<file path="config.mk">
export PLATFORM = sky130hd
export DESIGN_NAME = mpic_ctrl
export DESIGN_NICKNAME = d
export VERILOG_FILES = /design/src/rtl/core/mpic_pkg.sv /design/src/rtl/core/mpic_ctrl.sv
export SDC_FILE = /design/constraint.sdc
export NUM_CORES = 1
export LEC_CHECK = 0
export BUFFER_PORTS_ARGS = -buffer_cell sky130_fd_sc_hd__clkbuf_2
export CAP_MARGIN = 10
export CORE_MARGIN = 1.5
export CORE_UTILIZATION = 54
export DETAILED_ROUTE_END_ITERATION = 7
export PLACE_DENSITY = 0.83
export SLEW_MARGIN = 20
export SYNTH_ARGS = -nofsm -noshare
export SYNTH_HDL_FRONTEND = slang
export SYNTH_SLANG_ARGS = --single-unit
</file>
<file path="constraint.sdc">
create_clock -name clk_i -period 3.3 [get_ports clk_i]
set_clock_uncertainty 0.15 [all_clocks]
set_input_delay 0.33 -clock clk_i [delete_from_list [all_inputs] [get_ports clk_i]]
set_output_delay 0.33 -clock clk_i [all_outputs]
set_load 0.01 [all_outputs]
</file>
<file path="src/rtl/core/mpic_pkg.sv">
`timescale 1ns / 1ps
package mpic_pkg;

  localparam int SUM_WIDTH = 48;
  localparam int LOG_ITERS = 24;

  localparam int OUT_SUM_W = 48;
  localparam int PR_W      = 32 + SUM_WIDTH;
  localparam int MH_W      = SUM_WIDTH - 32;
  localparam int LN2_W     = 26;
  localparam logic [LN2_W-1:0] LN2_Q26 = 26'd46516320;
  localparam int LG_W      = 5 + LOG_ITERS;
  localparam int LP_W      = LG_W + LN2_W;
  localparam int LN_SH     = LOG_ITERS + 2;
  localparam int RM_W      = LP_W + 1 - LN_SH;
  localparam int SQ_W      = 2 * RM_W - 24;
  localparam int VS_W      = 18 + SQ_W;
  localparam int DIV_STEPS = 32;
  localparam int CNT_W     = 6;

  localparam int CFG_AW = 3;
  localparam logic [CFG_AW-1:0] CFG_START_PRICE  = 3'd0;
  localparam logic [CFG_AW-1:0] CFG_DEPTH        = 3'd1;
  localparam logic [CFG_AW-1:0] CFG_IMPACT_GAIN  = 3'd2;
  localparam logic [CFG_AW-1:0] CFG_DECAY_WEIGHT = 3'd3;
  localparam logic [CFG_AW-1:0] CFG_MAX_CHANGE   = 3'd4;

  localparam logic [31:0] START_PRICE_RST  = 32'd6553600;
  localparam logic [31:0] DEPTH_RST        = 32'd65536;
  localparam logic [31:0] IMPACT_GAIN_RST  = 32'd65536;
  localparam logic [15:0] DECAY_WEIGHT_RST = 16'd61604;
  localparam logic [31:0] MAX_CHANGE_RST   = 32'd655360;

  localparam logic [1:0] HALT_NONE   = 2'd0;
  localparam logic [1:0] HALT_STOP   = 2'd1;
  localparam logic [1:0] HALT_RESUME = 2'd2;

  typedef struct packed {
    logic disp;
    logic mlo;
    logic mhi;
    logic cmp;
    logic div;
    logic price;
    logic linit;
    logic lnorm;
    logic lsq;
    logic lnr;
    logic lrnd;
    logic vsq;
    logic vmul;
    logic vadd;
    logic out_load;
  } cmd_t;

  typedef struct packed {
    logic wend;
    logic halted;
    logic sat;
    logic norm_done;
    logic out_free;
  } sts_t;

endpackage

</file>
<file path="src/rtl/core/mpic_ctrl.sv">
`timescale 1ns / 1ps
module mpic_ctrl import mpic_pkg::*; (
  input  logic clk_i,
  input  logic rst_ni,
  input  logic in_accept_i,
  input  sts_t sts_i,
  output cmd_t cmd_o,
  output logic idle_o
);

  localparam logic [3:0] S_IDLE  = 4'd0;
  localparam logic [3:0] S_DISP  = 4'd1;
  localparam logic [3:0] S_MLO   = 4'd2;
  localparam logic [3:0] S_MHI   = 4'd3;
  localparam logic [3:0] S_CMP   = 4'd4;
  localparam logic [3:0] S_DIV   = 4'd5;
  localparam logic [3:0] S_PRICE = 4'd6;
  localparam logic [3:0] S_LINIT = 4'd7;
  localparam logic [3:0] S_LNORM = 4'd8;
  localparam logic [3:0] S_LSQ   = 4'd9;
  localparam logic [3:0] S_LNR   = 4'd10;
  localparam logic [3:0] S_LRND  = 4'd11;
  localparam logic [3:0] S_VSQ   = 4'd12;
  localparam logic [3:0] S_VMUL  = 4'd13;
  localparam logic [3:0] S_VADD  = 4'd14;
  localparam logic [3:0] S_OUT   = 4'd15;

  logic [3:0]       state_q, state_d;
  logic [CNT_W-1:0] cnt_q, cnt_d;

  always_comb begin
    state_d = state_q;
    cnt_d   = cnt_q;
    cmd_o   = '0;
    case (state_q)
      S_IDLE: begin
        if (in_accept_i) state_d = S_DISP;
      end
      S_DISP: begin
        cmd_o.disp = 1'b1;
        cnt_d      = '0;
        if (!sts_i.wend) state_d = S_OUT;
        else if (sts_i.halted) state_d = S_LINIT;
        else state_d = S_MLO;
      end
      S_MLO: begin
        cmd_o.mlo = 1'b1;
        state_d   = S_MHI;
      end
      S_MHI: begin
        cmd_o.mhi = 1'b1;
        state_d   = S_CMP;
      end
      S_CMP: begin
        cmd_o.cmp = 1'b1;
        state_d   = sts_i.sat ? S_PRICE : S_DIV;
      end
      S_DIV: begin
        cmd_o.div = 1'b1;
        cnt_d     = cnt_q + 1'b1;
        if (cnt_q == CNT_W'(DIV_STEPS - 1)) state_d = S_PRICE;
      end
      S_PRICE: begin
        cmd_o.price = 1'b1;
        state_d     = S_LINIT;
      end
      S_LINIT: begin
        cmd_o.linit = 1'b1;
        state_d     = S_LNORM;
      end
      S_LNORM: begin
        cmd_o.lnorm = 1'b1;
        cnt_d       = '0;
        if (sts_i.norm_done) state_d = S_LSQ;
      end
      S_LSQ: begin
        cmd_o.lsq = 1'b1;
        cnt_d     = cnt_q + 1'b1;
        if (cnt_q == CNT_W'(LOG_ITERS - 1)) state_d = S_LNR;
      end
      S_LNR: begin
        cmd_o.lnr = 1'b1;
        state_d   = S_LRND;
      end
      S_LRND: begin
        cmd_o.lrnd = 1'b1;
        state_d    = S_VSQ;
      end
      S_VSQ: begin
        cmd_o.vsq = 1'b1;
        state_d   = S_VMUL;
      end
      S_VMUL: begin
        cmd_o.vmul = 1'b1;
        state_d    = S_VADD;
      end
      S_VADD: begin
        cmd_o.vadd = 1'b1;
        state_d    = S_OUT;
      end
      S_OUT: begin
        cmd_o.out_load = 1'b1;
        if (sts_i.out_free) state_d = S_IDLE;
      end
      default: state_d = S_IDLE;
    endcase
  end

  always_ff @(posedge clk_i or negedge rst_ni) begin
    if (!rst_ni) begin
      state_q <= S_IDLE;
      cnt_q   <= '0;
    end else begin
      state_q <= state_d;
      cnt_q   <= cnt_d;
    end
  end

  assign idle_o = (state_q == S_IDLE);

endmodule

</file>
After elaboration in Yosys (flattened, before gate mapping)
Index checks and enable logic that the tools add are counted.

Bits of input ports: 8. Flip-flop bits (word level): 10. Logic and storage cells: 55. Output and inout port bits: 16.

Mux-type cells: 25. Reduce and logical (&&, ||, !) cells: 5. $add $sub $neg: 1. Equality and inequality tests: 22.

Operators with widths (count): $pmux 4 s16 (1); $eq 4x4->1 const B (8); $mux 4 (6); $eq 4x3->1 const B (4); $mux 1 (15); $eq 6x5->1 const B (2); $pmux 6 s2 (1); $ne 2x2->1 const B (5); $eq 4x2->1 const B (2); $add 6x1->6 const B (1); $reduce_and 5->1 (1); $eq 4x1->1 const B (1); $logic_not 4->1 (1); $reduce_or 2->1 (2); $mux 3 (1); $mux 2 (1); $reduce_bool 2->1 (1).

Logic depth before layout (Yosys ltp)
Gate-level depths: netlist of run 1.

Depth after elaboration: 3. Gate-level depth with buffers: 6. Mapped depth without buffers: 5.

Worst setup path after synthesis of run 1
OpenSTA, ideal clock, no wires.

Kind: register -> output. Start: register state_q[0]. End: output idle_o. Stages on the path, launching flop included: 4. Slack: 1.635 ns. Path buffers: 2. Arrival time: 1.185 ns. Required time: 2.820 ns. Path through: dfrtp_1 buf_4 buf_2 nor4_1.

Longest elaborated chain between the ends: 1.

Ends and longest elaborated chain: start, declared (line mpic_ctrl.sv:28) `logic [3:0] state_q, state_d;`; start signal, assigned (line mpic_ctrl.sv:114) `state_q <= state_d;`; $logic_not 4->1 (line mpic_ctrl.sv:119) `assign idle_o = (state_q == S_IDLE);`; end, declared (line mpic_ctrl.sv:8) `output logic idle_o`.

Every way passes these cells.

==> flow_metrics.tcl, run 1 <==
set metrics [dict create \
    status "finished clean" \
    fin_cells 134 \
    nets 130 \
    nFillCells 121 \
    pre_cts_ws_ps 1410 \
    yosysMostFrequentCell "nor2_1" \
    ios 24 \
    routedWlPerCell_um 14.8 \
    yosys_warnings 0 \
    start_util_pct 60.2 \
    grt_usage_pct 24.8 \
    clockRootBuffer "clkbuf_4" \
    rsz0062_at_grt "no" \
    die_x_um 42.0 \
    syn_area_um2 822 \
    antenna_found_initial 0 \
    maxSlewHeadroom_pct 51.8 \
    drcViolationCount 0 \
    dp_hpwl_um 1450 \
    grtUsageMet2_pct 37.5 \
    antenna_left 0 \
    fmax_mhz 452 \
    grt_use_met1_pct 33.6 \
    min_period_ps 2210 \
    hp-start "sts_i[3]" \
    hold_path_depth 3 \
    fin_tns_setup_ps 0 \
    async_reset_ff_share_pct 100 \
    cts_tree "built" \
    worstPathArrival_ps 1730 \
    worstSetupPathType "flip-flop to output port" \
    insertion_delay_ps 260 \
    fin_crit_sh_pct 67.0 \
    dieHeight_um 42.0 \
    synth-main-ff-cell "dfrtp_1" \
    yosysUniqueCellTypes 40 \
    ctsLongestPathBuffers 2 \
    worst_slew_pin_slew_ps 723 \
    drt_first_iter_violations 38 \
    rows 13 \
    synth_common_cells "nor2_1 (13), dfrtp_1 (10), nand2_1 (9)" \
    routed_via_density 6.01 \
    cp_data_required_time_ps 2820 \
    cts_made_buffers 3 \
    slowest_delay_ps 790 \
    dp_cells 130 \
    diodes 0 \
    synth_edf_count 0 \
    finalMaxSlewViolations 0 \
    area_growth_pct 13.5 \
    synth_fp_nets 109 \
    first_pass_iters 4 \
    finalSetupViolCount 0 \
    drt_wl_total_um 1990 \
    critPathMaxFanout 22 \
    worst_r2r_path_depth 4 \
    worst_slack_ps 1090 \
    die-area_um2 1770 \
    start_kind "flip-flop" \
    gp_congestion 0.794 \
    synth.top_cell.area_share_pct 30.4 \
    max_cap_viol_count 0 \
    synthTopCellsByArea "dfrtp_1 (30%), nor2_1 (5.9%), o21ai_0 (4.3%), nand2_1 (4.1%), nor3_1 (3.7%)" \
    hold_path_class "input port to flip-flop" \
    coreArea_um2 1370 \
    vias 806 \
    hold_end "state_q[2]$_DFFE_PN0P_" \
    ctsHtreeMaxLevel 1 \
    ir_worst_vdd_uv 533 \
    grt_max_degree 23 \
    finalHoldViolations 0 \
    yosysSeqAreaShare_pct 30.4 \
    grt_pass1_wl_um 3310 \
    grt-ovfl-total 0 \
    synth_cells 100 \
    avgSynthCellArea_um2 8.22 \
    layout-drive-gt1-share_pct 29.4 \
    power_density_nw_per_um2 957 \
    first_global_vias 707 \
    numClockSinks 10 \
    clk_pin_slew_ps 60 \
    port_buffers 23 \
    regToRegSetupSlack_ps 1420 \
    r2r_end "state_q[1]$_DFFE_PN0P_" \
    worst_setup_path_end_kind "output port" \
    power.leakage_nw 0.415 \
    cp_slowest_cell "dfrtp_1" \
    busiest_layer "met2" \
    crit_chain "nand2_1 > nor3_1 > clkbuf_2" \
    synth_seq_cells 10 \
    cts-resized-gates 0 \
    synth_top_area_cell "dfrtp_1" \
    timing.rr.start "state_q[3]$_DFFE_PN0P_" \
    grt_use_met3_pct 6.90 \
]
kinds of logic (layout without fill, tap and decap cells):
| group | after synthesis | in the layout | synth area share [%] |
|---|---|---|---|
| adders and majority gates | 1 | 1 | 1.52 |
| buffers and inverters | 10 | 29 | 7.61 |
| muxes | 1 | 1 | 1.37 |
| AOI/OAI and AO/OA | 25 | 25 | 21.9 |
| xor gates and xnor gates | 2 | 2 | 3.04 |
| DFF | 10 | 10 | 30.4 |
| and+or+nand+nor | 51 | 51 | 34.1 |
final cells by class:
type	count	area [µm²]	area share, %
Inverter	2	7.51	0.804
Clock buffer	3	22.5	2.41
Timing Repair Buffer	24	125	13.4
Multi-Input combinational cell	80	509	54.6
Sequential cell	10	250	26.8
Tap cell	15	18.8	2.01
metrics by stage:
step	total power [mW]	cell area (µm²)	utilization (%)	hold WS, ps
floorplan	0.714	822	-	-116
global placement	0.790	901	65.9	59.7
detailed placement	0.806	901	65.9	59.4
CTS	0.891	933	68.3	246
global route	0.965	933	68.3	288
finish	0.894	933	68.3	252
routing by layer:
| metal | wire length (µm) | part of all wire, % |
|---|---|---|
| met1 | 863 | 43 |
| met2 | 956 | 48 |
| met3 | 138 | 6.9 |
| met4 | 28 | 1.4 |
| met5 | 0 | 0 |
sequential cells by signal, summed over array words and instances, names as in the netlist:
| register | cells |
|---|---|
| cnt_q | 6 |
| state_q | 4 |
where the power goes:
group	internal, mW	switching [mW]	total (mW)
Combinational	0.211	0.248	0.459
Clock	0.0421	0.0397	0.0818
Sequential	0.174	0.180	0.353
Total	0.426	0.467	0.894
what timing repair did:
action                    4_1_cts  5_1_grt
hold buffers                    1        0
hold endpoints to repair       10        0
buffers inserted                0        0
how the worst max path moves through the flow:
stage,from,to,slack [ps],depth (start not counted)
5_1_grt,state_q[0]$_DFFE_PN0P_,cmd_o[12],970,3
4_1_cts,state_q[0]$_DFFE_PN0P_,cmd_o[12],1120,3
3_3_place_gp,state_q[3]$_DFFE_PN0P_,cmd_o[11],1410,4
6_report,state_q[0]$_DFFE_PN0P_,cmd_o[12],1090,3
3_5_place_dp,state_q[0]$_DFFE_PN0P_,cmd_o[12],1410,3
2_1_floorplan,state_q[0]$_DFFE_PN0P_,idle_o,1630,3
cells in the final DEF (no fill, tap or decap), types with 3 or more instances in the layout:
cell type / netlist / final
dfrtp_1: 10 / 10
nor2_1: 13 / 13
o21ai_1: 3 / 3
o21ai_0: 7 / 7
clkbuf_4: 0 / 3
nand3_1: 5 / 5
nand2_1: 9 / 9
clkbuf_2: 0 / 23
nor4_1: 3 / 3
nand2b_1: 3 / 3
nor3_1: 6 / 6
critical path, delay by kind of cell, from the launching register on:
kind	cells	cell delay [ps]
flops	1	790
simple gates	2	510
buf+inv	1	170
Note: power is estimated with default switching activity, not from simulation.
==> inputs of run 2 (changes only) <==
--- a/config.mk
+++ b/config.mk
@@ -5,12 +5,13 @@
 export SDC_FILE = /design/constraint.sdc
 export NUM_CORES = 1
 export LEC_CHECK = 0
+export ABC_AREA = 1
 export BUFFER_PORTS_ARGS = -buffer_cell sky130_fd_sc_hd__clkbuf_2
 export CAP_MARGIN = 10
 export CORE_MARGIN = 1.5
-export CORE_UTILIZATION = 54
+export CORE_UTILIZATION = 44
 export DETAILED_ROUTE_END_ITERATION = 7
-export PLACE_DENSITY = 0.83
+export PLACE_DENSITY = 0.73
 export SLEW_MARGIN = 20
 export SYNTH_ARGS = -nofsm -noshare
 export SYNTH_HDL_FRONTEND = slang
==> constraint.sdc (replaced) <==
create_clock -name clk_i -period 1.87 [get_ports clk_i]
set_clock_uncertainty 0.15 [all_clocks]
set_input_delay 0.187 -clock clk_i [delete_from_list [all_inputs] [get_ports clk_i]]
set_output_delay 0.187 -clock clk_i [all_outputs]
set_load 0.01 [all_outputs]
==> run 2 against run 1 <==
Worst hold slack lost 210 ps. Worst setup slack lost 930 ps. Non-clock buffer count is the same. Register-to-register slack lost 1100 ps. Synthesized cell count grew 17%. Cell count grew 19%. Area after synthesis shrank 7.5%. Largest cell class unchanged. Largest power group unchanged. Highest routed layer unchanged.
==> flow_metrics.tcl, run 2 <==
set metrics [dict create \
    numClockSinks 10 \
    p_int_mw 0.662 \
    hold_path_class "input port to flip-flop" \
    maxSlewHeadroom_pct 78.7 \
    finalHoldViolations 0 \
    status "finished clean" \
    dieHeight_um 44.6 \
    fin_crit_sh_pct 91.3 \
    ctsHtreeMaxLevel 1 \
    grt_use_met1_pct 24.2 \
    critPathMaxFanout 5 \
    final_cell_mix "nand2_1 (31), clkbuf_2 (23), nand3_1 (17)" \
    p_sw_share_pct 52.4 \
    routedWlPerCell_um 10.2 \
    cts_tree "built" \
    utilization_pct 59.6 \
    synth.top_cell.area_share_pct 32.9 \
    fmax_mhz 585 \
    busiest_layer "met2" \
    worstSetupPathType "flip-flop to output port" \
    cts_made_buffers 3 \
    start_kind "flip-flop" \
    synth_seq_cells 10 \
    synth_common_cells "nand2_1 (31), nand3_1 (17), inv_1 (15), nor2_1 (15), dfrtp_1 (10)" \
    layout-drive-gt1-share_pct 29.9 \
    die-area_um2 1990 \
    yosysSeqAreaShare_pct 32.9 \
    grt_max_degree 11 \
    fin_cells 160 \
    insertion_delay_ps 260 \
    final_common_cell "nand2_1" \
    yosysUniqueCellTypes 18 \
    synth_top_area_cell "dfrtp_1" \
    coreArea_um2 1560 \
    worstPathArrival_ps 1370 \
    diodes 0 \
    first_global_vias 701 \
    pwr-share-seq_pct 28.6 \
    nets 155 \
    yosys_warnings 0 \
    synth_cells 117 \
    synth_edf_count 0 \
    clockRootBuffer "clkbuf_4" \
    first_pass_iters 4 \
    postCtsSetupRepairBufs 0 \
    synthTopCellsByArea "dfrtp_1 (33%), nand2_1 (15%), nand3_1 (11%), inv_1 (7.4%), nor2_1 (7.4%)" \
    max_cap_viol_count 0 \
    die_x_um 44.6 \
    avgSynthCellArea_um2 6.50 \
    dp_cells 156 \
    slowest_delay_ps 420 \
    cp_data_required_time_ps 1530 \
    power.leakage_nw 0.527 \
    clk_pin_slew_ps 60 \
    synth-main-ff-cell "dfrtp_1" \
    worst_setup_path_end_kind "output port" \
    rows 14 \
    drt_wl_total_um 1630 \
    drt_first_iter_violations 10 \
    cp_slowest_cell "dfrtp_1" \
    area_growth_pct 22.0 \
    dp_hpwl_um 1360 \
    finalMaxSlewViolations 0 \
    crit_family "simple AND/OR/NAND/NOR gates" \
    reg_top3 "cnt_q x6, state_q x4" \
    grt-ovfl-total 0 \
    largest_reg_flops 6 \
    drcViolationCount 0 \
    grt_use_met3_pct 4.90 \
    vias 802 \
    antenna_left 0 \
    grt_usage_pct 18.9 \
    worst_slew_pin_slew_ps 318 \
    antenna_found_initial 0 \
    min_period_ps 1710 \
    rsz0062_at_grt "no" \
    p_comb_share_pct 61.1 \
    port_buffers 23 \
    start_util_pct 48.8 \
    fin_tns_setup_ps 0 \
    synth_fp_nets 126 \
    ctsLongestPathBuffers 2 \
    switching_power_mw 0.728 \
    ios 24 \
    regMostFlops "cnt_q" \
    async_reset_ff_share_pct 100 \
    finalSetupViolCount 0 \
    nFillCells 144 \
    crit_chain "nor2_1 > nand2_1 > inv_1 > clkbuf_2" \
    grtUsageMet2_pct 31.0 \
    gp_congestion 0.916 \
    grt_pass1_wl_um 2780 \
    clkPwrFrac_pct 10.3 \
    yosysMostFrequentCell "nand2_1" \
    ir_worst_vdd_uv 742 \
    power_density_nw_per_um2 1500 \
    cp_num_buf_inv 2 \
    syn_area_um2 761 \
    routed_via_density 5.01 \
]
[run 2: changes by cell type in the layout (fill, tap and decap cells not counted), moves of 3 or more]
cell      before  now
o21ai_0        7    4
nor4_1         3    0
nor2_2         1    9
inv_2          0    3
nand3_1        5   17
nand2b_1       3    0
nand2_1        9   31
nor3_1         6    0
inv_1          2   15
[run 2: final timing paths]
kind | startpoint | to | slack, ps | cells past startpoint
worst max register to register | cnt_q[0]$_DFFE_PN0P_ | state_q[2]$_DFFE_PN0P_ | 290 | 8
worst min-delay path | sts_i[0] | state_q[1]$_DFFE_PN0P_ | 40 | 4
max in group asynchronous | rst_ni | cnt_q[5]$_DFFE_PN0P_ | 1190 | 2
min in group asynchronous | rst_ni | cnt_q[3]$_DFFE_PN0P_ | 170 | 2
worst min register to register | cnt_q[0]$_DFFE_PN0P_ | cnt_q[0]$_DFFE_PN0P_ | 380 | 1
worst max-delay path | state_q[1]$_DFFE_PN0P_ | cmd_o[7] | 160 | 4
[run 2: kinds of logic (layout without fill, tap and decap cells)]
logic type | count (synthesis) | after routing | synth area share (%)
AND/OR/NAND/NOR | 78 | 78 | 48.4
adder cells (fa/ha/maj) | 1 | 1 | 1.64
buffers and inverters | 18 | 45 | 8.88
flip-flops | 10 | 10 | 32.9
XOR/XNOR | 3 | 3 | 3.45
AO/OA/AOI/OAI | 7 | 7 | 4.77
[run 2: layout make-up]
type / count / area [µm²] / area share [%]
Clock buffer: 3 / 22.5 / 2.43
Inverter: 18 / 67.6 / 7.28
Multi-Input combinational cell: 89 / 443 / 47.7
Sequential cell: 10 / 250 / 27.0
Tap cell: 16 / 20.0 / 2.16
Timing Repair Buffer: 24 / 125 / 13.5
[run 2: per-layer routing]
metal  up-vias  routed length, µm
li1        424                  -
met1       353                767
met2        23                774
met3         2                 75
met4         0                 10
met5         -                  0
[run 2: what timing repair did]
item / CTS / global route
endpoints found under the hold margin: 10 / 0
hold buffers: 1 / 0
endpoints found under the setup margin: 0 / 0
gates resized for setup: 0 / 0
[run 2: power by group through the flow]
stage	registers, mW	logic (mW)	clock network [mW]
2_1_floorplan	0.381	0.635	0
3_3_place_gp	0.400	0.838	0
3_5_place_dp	0.402	0.842	0
4_1_cts	0.398	0.849	0.150
5_1_grt	0.410	0.966	0.156
6_report	0.398	0.850	0.143
[run 2: per-stage QoR]
stage	hold slack (ps)	worst slack [ps]	instance area, µm²	total power, mW
2_1_floorplan	-259	413	761	1.02
6_report	40.2	162	928	1.39
3_3_place_gp	-90.4	342	896	1.24
5_1_grt	58.8	26.8	928	1.53
3_5_place_dp	-85.6	307	896	1.24
4_1_cts	30.5	172	928	1.40
[run 2: tightest hold or removal path: cells and delay by family]
| family | cells | cell delay [ps] |
|---|---|---|
| buffers and inverters | 2 | 140 |
| AND/OR/NAND/NOR | 2 | 80 |
